**config.mk**
```make
export PLATFORM = sky130hd
export DESIGN_NAME = simplified_aes_cipher
export DESIGN_NICKNAME = d
export VERILOG_FILES = /design/src/rtl/sac_pkg.sv /design/src/rtl/sac_key_sched.sv /design/src/rtl/sac_datapath.sv /design/src/rtl/simplified_aes_cipher.sv
export SDC_FILE = /design/constraint.sdc
export NUM_CORES = 1
export LEC_CHECK = 0
export ABC_CLOCK_PERIOD_IN_PS = 5600
export BUFFER_PORTS_ARGS = -buffer_cell sky130_fd_sc_hd__buf_2
export CORE_AREA = 2 2 121 123
export DETAILED_ROUTE_END_ITERATION = 8
export DIE_AREA = 0 0 123 125
export PLACE_DENSITY = 0.86
export SKIP_LAST_GASP = 1
export SYNTH_ARGS = -nofsm -noshare
export SYNTH_HDL_FRONTEND = slang
export SYNTH_SLANG_ARGS = --single-unit
```
**constraint.sdc**
```tcl
create_clock -name clk -period 5.6 [get_ports clk]
set_input_delay 1.12 -clock clk [delete_from_list [all_inputs] [get_ports clk]]
set_output_delay 1.12 -clock clk [all_outputs]
set_load 0.01 [all_outputs]
```
**src/rtl/sac_pkg.sv**
```systemverilog
`timescale 1ns / 1ps
// ----------------------------------------------------------------------------
// sac_pkg: shared types, tables and functions of the simplified AES cipher
// The nibble S-boxes, the GF(16) arithmetic and the key expansion live here.
// ----------------------------------------------------------------------------
`default_nettype none

package sac_pkg;

	localparam int unsigned BlockW = 16;
	localparam int unsigned ByteW  = 8;
	localparam int unsigned NibW   = 4;

	typedef logic [BlockW-1:0] block_t;
	typedef logic [ByteW-1:0]  byte_t;
	typedef logic [NibW-1:0]   nib_t;

	// What a request asks of the datapath.
	typedef enum logic [0:0] {
		ACT_ENCRYPT = 1'b0,
		ACT_DECRYPT = 1'b1
	} action_t;

	// The three round keys, derived once per key write.
	typedef struct packed {
		block_t k0;
		block_t k1;
		block_t k2;
	} round_keys_t;

	localparam byte_t RCON_ONE = 8'h80;
	localparam byte_t RCON_TWO = 8'h30;

	localparam nib_t MIX_ENC_DIAG = 4'h1;
	localparam nib_t MIX_ENC_OFF  = 4'h4;
	localparam nib_t MIX_DEC_DIAG = 4'h9;
	localparam nib_t MIX_DEC_OFF  = 4'h2;

	localparam nib_t FWD_BOX [16] = '{
		4'h9, 4'h4, 4'hA, 4'hB, 4'hD, 4'h1, 4'h8, 4'h5,
		4'h6, 4'h2, 4'h0, 4'h3, 4'hC, 4'hE, 4'hF, 4'h7
	};
	localparam nib_t INV_BOX [16] = '{
		4'hA, 4'h5, 4'h9, 4'hB, 4'h1, 4'h7, 4'h8, 4'hF,
		4'h6, 4'h0, 4'h2, 4'h3, 4'hC, 4'h4, 4'hD, 4'hE
	};

	// Product in GF(16) modulo x^4+x+1. With one constant operand it folds to XORs.
	function automatic nib_t gf_mul(input nib_t a, input nib_t b);
		logic [NibW:0] aa;
		nib_t          acc;
		aa  = {1'b0, a};
		acc = '0;
		for (int i = 0; i < NibW; i++) begin
			if (b[i]) begin
				acc = acc ^ aa[NibW-1:0];
			end
			aa = {aa[NibW-1:0], 1'b0};
			if (aa[NibW]) begin
				aa = aa ^ 5'h13;
			end
		end
		return acc;
	endfunction

	function automatic block_t sub_fwd(input block_t s);
		block_t r;
		for (int i = 0; i < 4; i++) begin
			r[i*NibW +: NibW] = FWD_BOX[s[i*NibW +: NibW]];
		end
		return r;
	endfunction

	function automatic block_t sub_inv(input block_t s);
		block_t r;
		for (int i = 0; i < 4; i++) begin
			r[i*NibW +: NibW] = INV_BOX[s[i*NibW +: NibW]];
		end
		return r;
	endfunction

	// Swaps the second and the fourth nibble; it is its own inverse.
	function automatic block_t shift_rows(input block_t s);
		return {s[15:12], s[3:0], s[7:4], s[11:8]};
	endfunction

	function automatic block_t mix(input block_t s, input nib_t diag, input nib_t off);
		nib_t n0, n1, n2, n3;
		n0 = s[15:12];
		n1 = s[11:8];
		n2 = s[7:4];
		n3 = s[3:0];
		return {gf_mul(diag, n0) ^ gf_mul(off, n1),
			gf_mul(off, n0) ^ gf_mul(diag, n1),
			gf_mul(diag, n2) ^ gf_mul(off, n3),
			gf_mul(off, n2) ^ gf_mul(diag, n3)};
	endfunction

	// Rotate the two nibbles of a byte and pass each through the S-box.
	function automatic byte_t sub_rot(input byte_t w);
		return {FWD_BOX[w[3:0]], FWD_BOX[w[7:4]]};
	endfunction

	function automatic round_keys_t expand_key(input block_t key);
		byte_t       w0, w1, w2, w3, w4, w5;
		round_keys_t rk;
		w0 = key[15:8];
		w1 = key[7:0];
		w2 = w0 ^ RCON_ONE ^ sub_rot(w1);
		w3 = w2 ^ w1;
		w4 = w2 ^ RCON_TWO ^ sub_rot(w3);
		w5 = w4 ^ w3;
		rk.k0 = key;
		rk.k1 = {w2, w3};
		rk.k2 = {w4, w5};
		return rk;
	endfunction

endpackage

`default_nettype wire

```
**src/rtl/sac_key_sched.sv**
```systemverilog
`timescale 1ns / 1ps
// ----------------------------------------------------------------------------
// sac_key_sched: cipher key register and round key store
// Expands the key when it is written and holds all three round keys.
// ----------------------------------------------------------------------------
`default_nettype none

module sac_key_sched (
	input  wire                      clk,
	input  wire                      arst_n,
	input  wire                      cfg_wr_en,
	input  wire sac_pkg::block_t     cfg_wr_data,
	output sac_pkg::round_keys_t     round_keys
);

	sac_pkg::round_keys_t keys_q;

	always_ff @(posedge clk or negedge arst_n) begin
		if (!arst_n) begin
			keys_q <= sac_pkg::expand_key(sac_pkg::block_t'(0));
		end else if (cfg_wr_en) begin
			keys_q <= sac_pkg::expand_key(cfg_wr_data);
		end
	end

	assign round_keys = keys_q;

endmodule

`default_nettype wire

```
**src/rtl/sac_datapath.sv**
```systemverilog
`timescale 1ns / 1ps
// ----------------------------------------------------------------------------
// sac_datapath: both cipher rounds in one pass of logic
// Encrypts or decrypts one block with the given round keys.
// ----------------------------------------------------------------------------
`default_nettype none

module sac_datapath (
	input  wire sac_pkg::action_t     action,
	input  wire sac_pkg::block_t      data_block,
	input  wire sac_pkg::round_keys_t round_keys,
	output sac_pkg::block_t           result_block
);

	sac_pkg::block_t enc_a, enc_b, enc_c;
	sac_pkg::block_t dec_a, dec_b, dec_c;

	always_comb begin
		enc_a = sac_pkg::shift_rows(sac_pkg::sub_fwd(data_block ^ round_keys.k0));
		enc_b = sac_pkg::mix(enc_a, sac_pkg::MIX_ENC_DIAG, sac_pkg::MIX_ENC_OFF)
			^ round_keys.k1;
		enc_c = sac_pkg::shift_rows(sac_pkg::sub_fwd(enc_b)) ^ round_keys.k2;

		dec_a = sac_pkg::sub_inv(sac_pkg::shift_rows(data_block ^ round_keys.k2))
			^ round_keys.k1;
		dec_b = sac_pkg::mix(dec_a, sac_pkg::MIX_DEC_DIAG, sac_pkg::MIX_DEC_OFF);
		dec_c = sac_pkg::sub_inv(sac_pkg::shift_rows(dec_b)) ^ round_keys.k0;

		unique case (action)
			sac_pkg::ACT_ENCRYPT: result_block = enc_c;
			sac_pkg::ACT_DECRYPT: result_block = dec_c;
			default:              result_block = enc_c;
		endcase
	end

endmodule

`default_nettype wire

```
**src/rtl/simplified_aes_cipher.sv**
```systemverilog
`timescale 1ns / 1ps
// ----------------------------------------------------------------------------
// simplified_aes_cipher: two-round simplified AES on 16-bit blocks
// Streams blocks in and out; each request is encrypted or decrypted with
// round keys derived from a 16-bit cipher key.
// ----------------------------------------------------------------------------
//
//  Channel   Direction  Handshake             Contents
//  s_*       in         s_tvalid / s_tready   tuser: action, tdata: data_block
//  m_*       out        m_tvalid / m_tready   tdata: result_block
//  cfg_*     in         cfg_wr_en             cfg_wr_data: cipher_key
//
// A request passes through the input register and then the result register,
// with both cipher rounds computed in the logic between.
// A new request can be taken every cycle while m_tready is high; throughput is then one block per cycle.
// The key register resets to zero and its round keys to the expansion of zero.
// The input register keeps accepting while a result waits to be taken, as long
// as it is itself empty.
// A key write is expanded in the cycle it arrives and is used from the next cycle.
// ----------------------------------------------------------------------------
`default_nettype none

module simplified_aes_cipher (
	input  wire                   clk,
	input  wire                   arst_n,
	// Configuration: cipher key.
	input  wire                   cfg_wr_en,
	input  wire [15:0]            cfg_wr_data,
	// Input stream.
	input  wire                   s_tvalid,
	output logic                  s_tready,
	input  wire [15:0]            s_tdata,   // [15:0] data_block
	input  wire [0:0]             s_tuser,   // [0] action
	// Output stream.
	output logic                  m_tvalid,
	input  wire                   m_tready,
	output logic [15:0]           m_tdata    // [15:0] result_block
);

	sac_pkg::round_keys_t round_keys;

	// Input register stage.
	logic             valid_s1;
	sac_pkg::action_t action_s1;
	sac_pkg::block_t  data_s1;

	// Result register.
	logic             out_valid_q;
	sac_pkg::block_t  result_q;

	sac_pkg::block_t  result_d;
	logic             out_free;
	logic             advance;
	logic             in_accept;

	sac_key_sched u_key_sched (
		.clk         (clk),
		.arst_n      (arst_n),
		.cfg_wr_en   (cfg_wr_en),
		.cfg_wr_data (cfg_wr_data),
		.round_keys  (round_keys)
	);

	sac_datapath u_datapath (
		.action       (action_s1),
		.data_block   (data_s1),
		.round_keys   (round_keys),
		.result_block (result_d)
	);

	// The result register can take a new block when it is empty or being drained.
	assign out_free  = !out_valid_q || m_tready;
	assign advance   = valid_s1 && out_free;
	assign s_tready  = !valid_s1 || out_free;
	assign in_accept = s_tvalid && s_tready;

	always_ff @(posedge clk or negedge arst_n) begin
		if (!arst_n) begin
			valid_s1 <= 1'b0;
		end else if (in_accept) begin
			valid_s1 <= 1'b1;
		end else if (advance) begin
			valid_s1 <= 1'b0;
		end
	end

	always_ff @(posedge clk) begin
		if (in_accept) begin
			action_s1 <= sac_pkg::action_t'(s_tuser[0]);
			data_s1   <= s_tdata;
		end
	end

	always_ff @(posedge clk or negedge arst_n) begin
		if (!arst_n) begin
			out_valid_q <= 1'b0;
		end else if (advance) begin
			out_valid_q <= 1'b1;
		end else if (m_tready) begin
			out_valid_q <= 1'b0;
		end
	end

	always_ff @(posedge clk) begin
		if (advance) begin
			result_q <= result_d;
		end
	end

	assign m_tvalid = out_valid_q;
	assign m_tdata  = result_q;

`ifndef ASSERT_OFF
	// An empty input register must always be able to take a request.
	a_ready_when_empty: assert property (@(posedge clk) disable iff (!arst_n)
		!valid_s1 |-> s_tready)
		else $error("input refused while the input register is empty");

	// A request moved on appears as a valid result in the next cycle.
	a_advance_shows: assert property (@(posedge clk) disable iff (!arst_n)
		advance |=> out_valid_q)
		else $error("request moved on but no result is shown");

	// A held request is never overwritten while the result side is stalled.
	a_no_overwrite: assert property (@(posedge clk) disable iff (!arst_n)
		valid_s1 && out_valid_q && !m_tready |-> !s_tready)
		else $error("input accepted over a stalled request");

	// The stored round keys always match the expansion of the stored key.
	a_keys_match: assert property (@(posedge clk) disable iff (!arst_n)
		round_keys == sac_pkg::expand_key(round_keys.k0))
		else $error("round keys do not match the cipher key");
`endif

endmodule

`default_nettype wire

```
=== Word-level counts from Yosys, hierarchy flattened ===
Memories as Yosys holds them, arrays and structs flattened.
Cells that the tools add are included.

* Order comparisons: 20
* Mux-type cells: 109
* Bitwise operators: 89
* Reduce and logical (&&, ||, !) cells: 8

{| class="wikitable"
|+ Operators with widths
! kind !! number
|-
| 4-bit 2-to-1 mux || 56
|-
| 5-bit >= comparator (second input constant) || 20
|-
| 4-bit NOT with 5-bit output || 20
|-
| 16-bit bitwise XOR || 6
|-
| 3-bit 2-to-1 mux || 20
|-
| 2-bit 2-to-1 mux || 20
|-
| 16-bit case mux with 2 select lines || 1
|-
| 4-bit bitwise XOR || 8
|-
| 8-bit bitwise XOR || 4
|-
| 2-bit NOT || 13
|-
| 1-bit NOT (first input constant) || 24
|-
| 1-bit NOT || 14
|-
| 1-bit 2-to-1 mux || 12
|-
| 2-bit nonzero test || 2
|-
| 1-bit logical AND || 2
|-
| 1-bit logical NOT || 2
|-
| 1-bit logical OR || 2
|}

* Flip-flop bits (word level): 83
* Memory bits (read-only): 1,280
* Bits of input ports: 38
* Output and inout bits: 18
* Word-level logic and storage cells: 254
* Memories: 20

{| class="wikitable"
|+ Memory list
! memory !! depth !! width !! read ports !! clocked after memory_dff !! write ports !! line !! RTL
|-
| (name not given) || 16 || 4 || 1 || 0 || 0 || sac_pkg.sv:69 || <nowiki>r[i*NibW +: NibW] = FWD_BOX[s[i*NibW +: NibW]];</nowiki>
|-
| (name not given) || 16 || 4 || 1 || 0 || 0 || sac_pkg.sv:69 ||
|-
| (name not given) || 16 || 4 || 1 || 0 || 0 || sac_pkg.sv:69 ||
|-
| (name not given) || 16 || 4 || 1 || 0 || 0 || sac_pkg.sv:69 ||
|-
| (name not given) || 16 || 4 || 1 || 0 || 0 || sac_pkg.sv:69 ||
|-
| (name not given) || 16 || 4 || 1 || 0 || 0 || sac_pkg.sv:69 ||
|-
| 14 more memories || n/a || n/a || n/a || n/a || n/a || n/a ||
|}

=== Depth between registers and ports, before layout ===
* Depth after elaboration: 19
* Mapped depth: 16
* Mapped depth without buffers: 16

=== Cells and area by module ===
A second synthesis with hierarchy kept.

* Cells, all modules: 814
* Area total of the unflattened synthesis: 8,604.5 um^2

{| class="wikitable"
|+ By module, submodules not included
! module !! times used !! cells each !! area an instance (um^2) !! seq. area each (um^2)
|-
| sac_datapath || 1 || 529 || 4,604.4 || 0.0
|-
| sac_key_sched || 1 || 244 || 2,905.3 || 1,214.9
|-
| simplified_aes_cipher || 1 || 41 || 1,094.8 || 1,041.0
|}

=== Least setup slack after synthesis ===
No wires, ideal clock.

* Path type: register to register
* From: reg u_key_sched.keys_q (netlist bit u_key_sched.round_keys[8])
* To: reg result_q[8], in the netlist m_tdata[8] (data pin)
* Setup time: 0.265 ns
* Data arrival time: 3.719 ns
* Required time: 5.335 ns
* Setup slack: 1.616 ns
* Stages on the path, launching flop included: 14
* Buffers on the path: 0
* Period minus slack after synthesis: 3.984 ns
* Path through: dfstp_2 -> xor2_1 -> ha_1 -> and3_1 -> or4_1 -> a211oi_1 -> nor2_1 -> xor2_1 -> inv_1 -> ha_1 -> mux4_2 -> xnor2_1 -> nand2_1 -> o21ai_1

* Cells in the longest elaborated chain, start to end: 18
* Elaborated cells between the ends (all ways): 19
* Classes of those cells: mux (9); bitwise (8); memory (2)

{| class="wikitable"
|+ Ends and longest elaborated chain
! item !! line !! RTL
|-
| start, declared || sac_key_sched.sv:16 || <nowiki>sac_pkg::round_keys_t keys_q;</nowiki>
|-
| start signal, assigned || sac_key_sched.sv:20 || <nowiki>keys_q <= sac_pkg::expand_key(sac_pkg::block_t'(0));</nowiki>
|-
| start signal, assigned || sac_key_sched.sv:22 || <nowiki>keys_q <= sac_pkg::expand_key(cfg_wr_data);</nowiki>
|-
| 16-bit bitwise XOR || sac_datapath.sv:24 || <nowiki>dec_a = sac_pkg::sub_inv(sac_pkg::shift_rows(data_block ^ round_keys.k2))</nowiki>
|-
| 4-bit NOT with 5-bit output (implied by the code) || sac_pkg.sv:77 || <nowiki>r[i*NibW +: NibW] = INV_BOX[s[i*NibW +: NibW]];</nowiki>
|-
| memory 16 x 4 bit || n/a ||
|-
| 4-bit 2-to-1 mux (implied by the code) (2 in series) || sac_pkg.sv:77 ||
|-
| 16-bit bitwise XOR || sac_datapath.sv:25 || <nowiki>^ round_keys.k1;</nowiki>
|-
| 4-bit 2-to-1 mux || sac_pkg.sv:55 || <nowiki>if (b[i]) begin</nowiki>
|-
| 1-bit NOT (no source line) || n/a ||
|-
| 1-bit 2-to-1 mux || sac_pkg.sv:55 ||
|-
| 2-bit 2-to-1 mux || sac_pkg.sv:55 ||
|-
| 3-bit 2-to-1 mux || sac_pkg.sv:55 ||
|-
| 4-bit bitwise XOR || sac_pkg.sv:96 || <nowiki>gf_mul(off, n2) ^ gf_mul(diag, n3)};</nowiki>
|-
| 4-bit NOT with 5-bit output (implied by the code) || sac_pkg.sv:77 ||
|-
| memory 16 x 4 bit || n/a ||
|-
| 4-bit 2-to-1 mux (implied by the code) (2 in series) || sac_pkg.sv:77 ||
|-
| 16-bit bitwise XOR || sac_datapath.sv:27 || <nowiki>dec_c = sac_pkg::sub_inv(sac_pkg::shift_rows(dec_b)) ^ round_keys.k0;</nowiki>
|-
| 16-bit case mux with 2 select lines (*) || sac_datapath.sv:29 || <nowiki>unique case (action)</nowiki>
|-
| via result_d[8] || simplified_aes_cipher.sv:51 || <nowiki>sac_pkg::block_t result_d;</nowiki>
|-
| end signal, assigned || simplified_aes_cipher.sv:106 || <nowiki>result_q <= result_d;</nowiki>
|-
| end, declared || simplified_aes_cipher.sv:49 || <nowiki>sac_pkg::block_t result_q;</nowiki>
|}

The timed path passes the listed nets; every way through them passes the cells marked *. The select of a mux whose other input is x is not followed.
A chain may end at the register's enable or synchronous reset.

=== Final worst setup path ===
Ends and elaborated chain as after synthesis.

==> flow_summary.yaml <==
run_status:
  status: "finished clean"
timing:
  fin_crit_sh_pct: 80.2
  hold_violations: 0
  slew_violations: 0
  skew_ps: 5.52
  finalSetupViolations: 0
  fmax_ghz: 0.223
  worst_pin_slew_ps: 1100
  fin_tns_setup_ps: 0
  slew_headroom_pct: 26.4
  rsz0062_at_grt: "no"
  period_needed_ps: 4490
die:
  die_h_um: 125
  core_area_mm2: 0.0142
  ioPinCount: 56
  start_util_pct: 58.8
  die_area_mm2: 0.0154
  num_rows: 44
  fp.dieW_um: 123
cells_and_area:
  drive_gt1_share_pct: 18.4
  area_delta_synth_final_pct: 9.14
  nNetsFinal: 1022
  antenna_cells: 0
global_routing:
  track_usage_pct: 25.9
  grt_max_degree: 63
  grt-ovfl-total: 0
  grt_pass1_wl_um: 30600
  grt_pass1_vias: 5835
  antenna_found_initial: 0
route:
  via_per_inst: 5.83
  via_count: 6160
  drt_iter0_markers: 389
  drc_errors: 0
  wl_per_cell_um: 18.1
  drtPass1Iterations: 5
  wirelength_um: 19100
  ant_nets: 0
setup_path:
  critPathMaxStageDelay_ps: 550
  cpLargestDelayFamily: "XOR/XNOR gates"
  start_kind: "register"
  required_ps: 5680
  path_buf_inv: 1
  r2r_start: "u_key_sched.round_keys[8]$_DFFE_PN1P_"
  worstReg2RegEnd: "m_tdata[8]$_DFFE_PP_"
  arrival_ps: 4570
  worstRegToRegCells: 13
  cp-end-kind: "register"
  worstPathMaxFanout: 6
  path_cells: "xor2_1, ha_1, and3_1, or4_1, a211oi_1, nor2_1, xor2_1, inv_1, ha_1, mux4_2, xnor2_1, nand2_1, o21ai_1"
  worstSetupPathType: "reg2reg"
  rrSetupSlack_ps: 1110
  slowest_stage: "dfstp_2"
clock_network:
  htree_levels: 3
  post-cts-setup-buffers: 0
  clockBufferDepth: 2
  root_buffer: "clkbuf_16"
  cts_tree: "yes"
  clk_pin_slew_ps: 60
  hold_buffers: 0
  cts.sinks: 83
  cts_buffers: 9
  clock_latency_ps: 350
  post_cts_resized: 0
synth:
  synth_area_mm2: 0.00835
  synth_top_area_cell: "ha_1"
  post-synth-top-count-cell: "ha_1"
  synth_ff_type: "dfrtp_1"
  synth_area_per_cell_um2: 10.3
  synth-edff-count: 33
  ys_seq_area_share_pct: 27.0
  synth_commonest_cells: "116 x ha_1, 93 x xnor2_1, 76 x inv_1"
  syn_inst: 814
  syn_nets: 968
  synthTopCellsByArea: "ha_1 17%, edfxtp_1 12%, dfrtp_1 12%"
  ys_ff_latch: 83
  synth_cell_types: 65
  yosys_warnings: 0
  synthArstFlopShare_pct: 60.2
  yosysTopAreaCellShare_pct: 17.4
place:
  place_hpwl_um: 14700
  gp_congestion: 0.949
  io_buffer_count: 55
min_path:
  holdPathEnd: "m_tvalid$_DFFE_PN0P_"
  hold_path.class: "reg2reg"
  hold_depth: 1
  hp-start: "valid_s1$_DFFE_PN0P_"
run:
  maxCapViolCount: 0
[layer usage]
layer / up-vias / routed length (um) / GRT usage [%]
met3: 39 / 1060 / 3.47
met2: 194 / 8890 / 39.9
met4: 0 / 610 / 10.7
met1: 2999 / 8570 / 36.6
met5: - / 0 / 0
li1: 2928 / - / -
[worst reg2reg max path: cells and delay by family, from the launching register on]
kind / cells / cell delay (ps)
flip-flops: 1 / 550
multiplexers: 1 / 480
XOR/XNOR: 3 / 930
adder cells (fa/ha/maj): 2 / 550
AND/OR/NAND/NOR: 4 / 890
AO/OA/AOI/OAI: 2 / 600
buffers and inverters: 1 / 210
[registers in the layout, indices dropped and copies added, names as in the netlist]
name and count:
action_s1 1, data_s1 16, m_tdata 16, m_tvalid 1, u_key_sched.round_keys 48, valid_s1 1
[cells by family after synthesis]
group	count (synthesis)	synth area share, %
and+or+nand+nor	143	8.51
muxes	92	14.1
adders and majority gates	116	17.4
xor gates and xnor gates	165	18.7
AOI/OAI and AO/OA	125	10.2
buffers and inverters	90	4.13
DFF	83	27.0
[per-stage QoR]
stage	cells	hold WS (ps)	util, %	instance area [um2]	setup WS, ps
floorplan	814	449	-	8350	1620
global placement	1041	469	62.1	8810	1320
detailed placement	1041	487	62.1	8810	1200
CTS	1057	491	64.2	9120	1140
global route	1057	545	64.2	9120	763
finish	1057	487	64.2	9120	1110
[layout by cell type (no fill, tap or decap), drive strengths merged, types with 33 or more instances in the layout]
cell,count
edfxtp,33
nand2,33
buf,57
xnor2,101
inv,76
xor2,64
dfrtp,39
ha,116
mux2i,35
mux2,41
nor2,39
[cell type report]
cell class / instances / area [um2]
clock buffer: 16 / 303
fill: 1111 / 5090
inverter: 76 / 285
multi-input combinational: 641 / 5750
sequential: 83 / 2260
tap: 184 / 230
timing repair buffer: 57 / 290
[worst max-delay path by stage]
stage	startpoint	end	slack (ps)	depth (start not counted)
after floorplan	u_key_sched.round_keys[8]$_DFFE_PN1P_	m_tdata[8]$_DFFE_PP_	1620	13
after global placement	u_key_sched.round_keys[8]$_DFFE_PN1P_	m_tdata[8]$_DFFE_PP_	1320	13
after detailed placement	u_key_sched.round_keys[8]$_DFFE_PN1P_	m_tdata[8]$_DFFE_PP_	1200	13
after CTS	u_key_sched.round_keys[8]$_DFFE_PN1P_	m_tdata[8]$_DFFE_PP_	1140	13
after global routing	u_key_sched.round_keys[8]$_DFFE_PN1P_	m_tdata[8]$_DFFE_PP_	760	13
final	u_key_sched.round_keys[8]$_DFFE_PN1P_	m_tdata[8]$_DFFE_PP_	1110	13
Power is not shown: default switching activity piles up to over one toggle a cycle in this logic, so the estimate is an artifact.
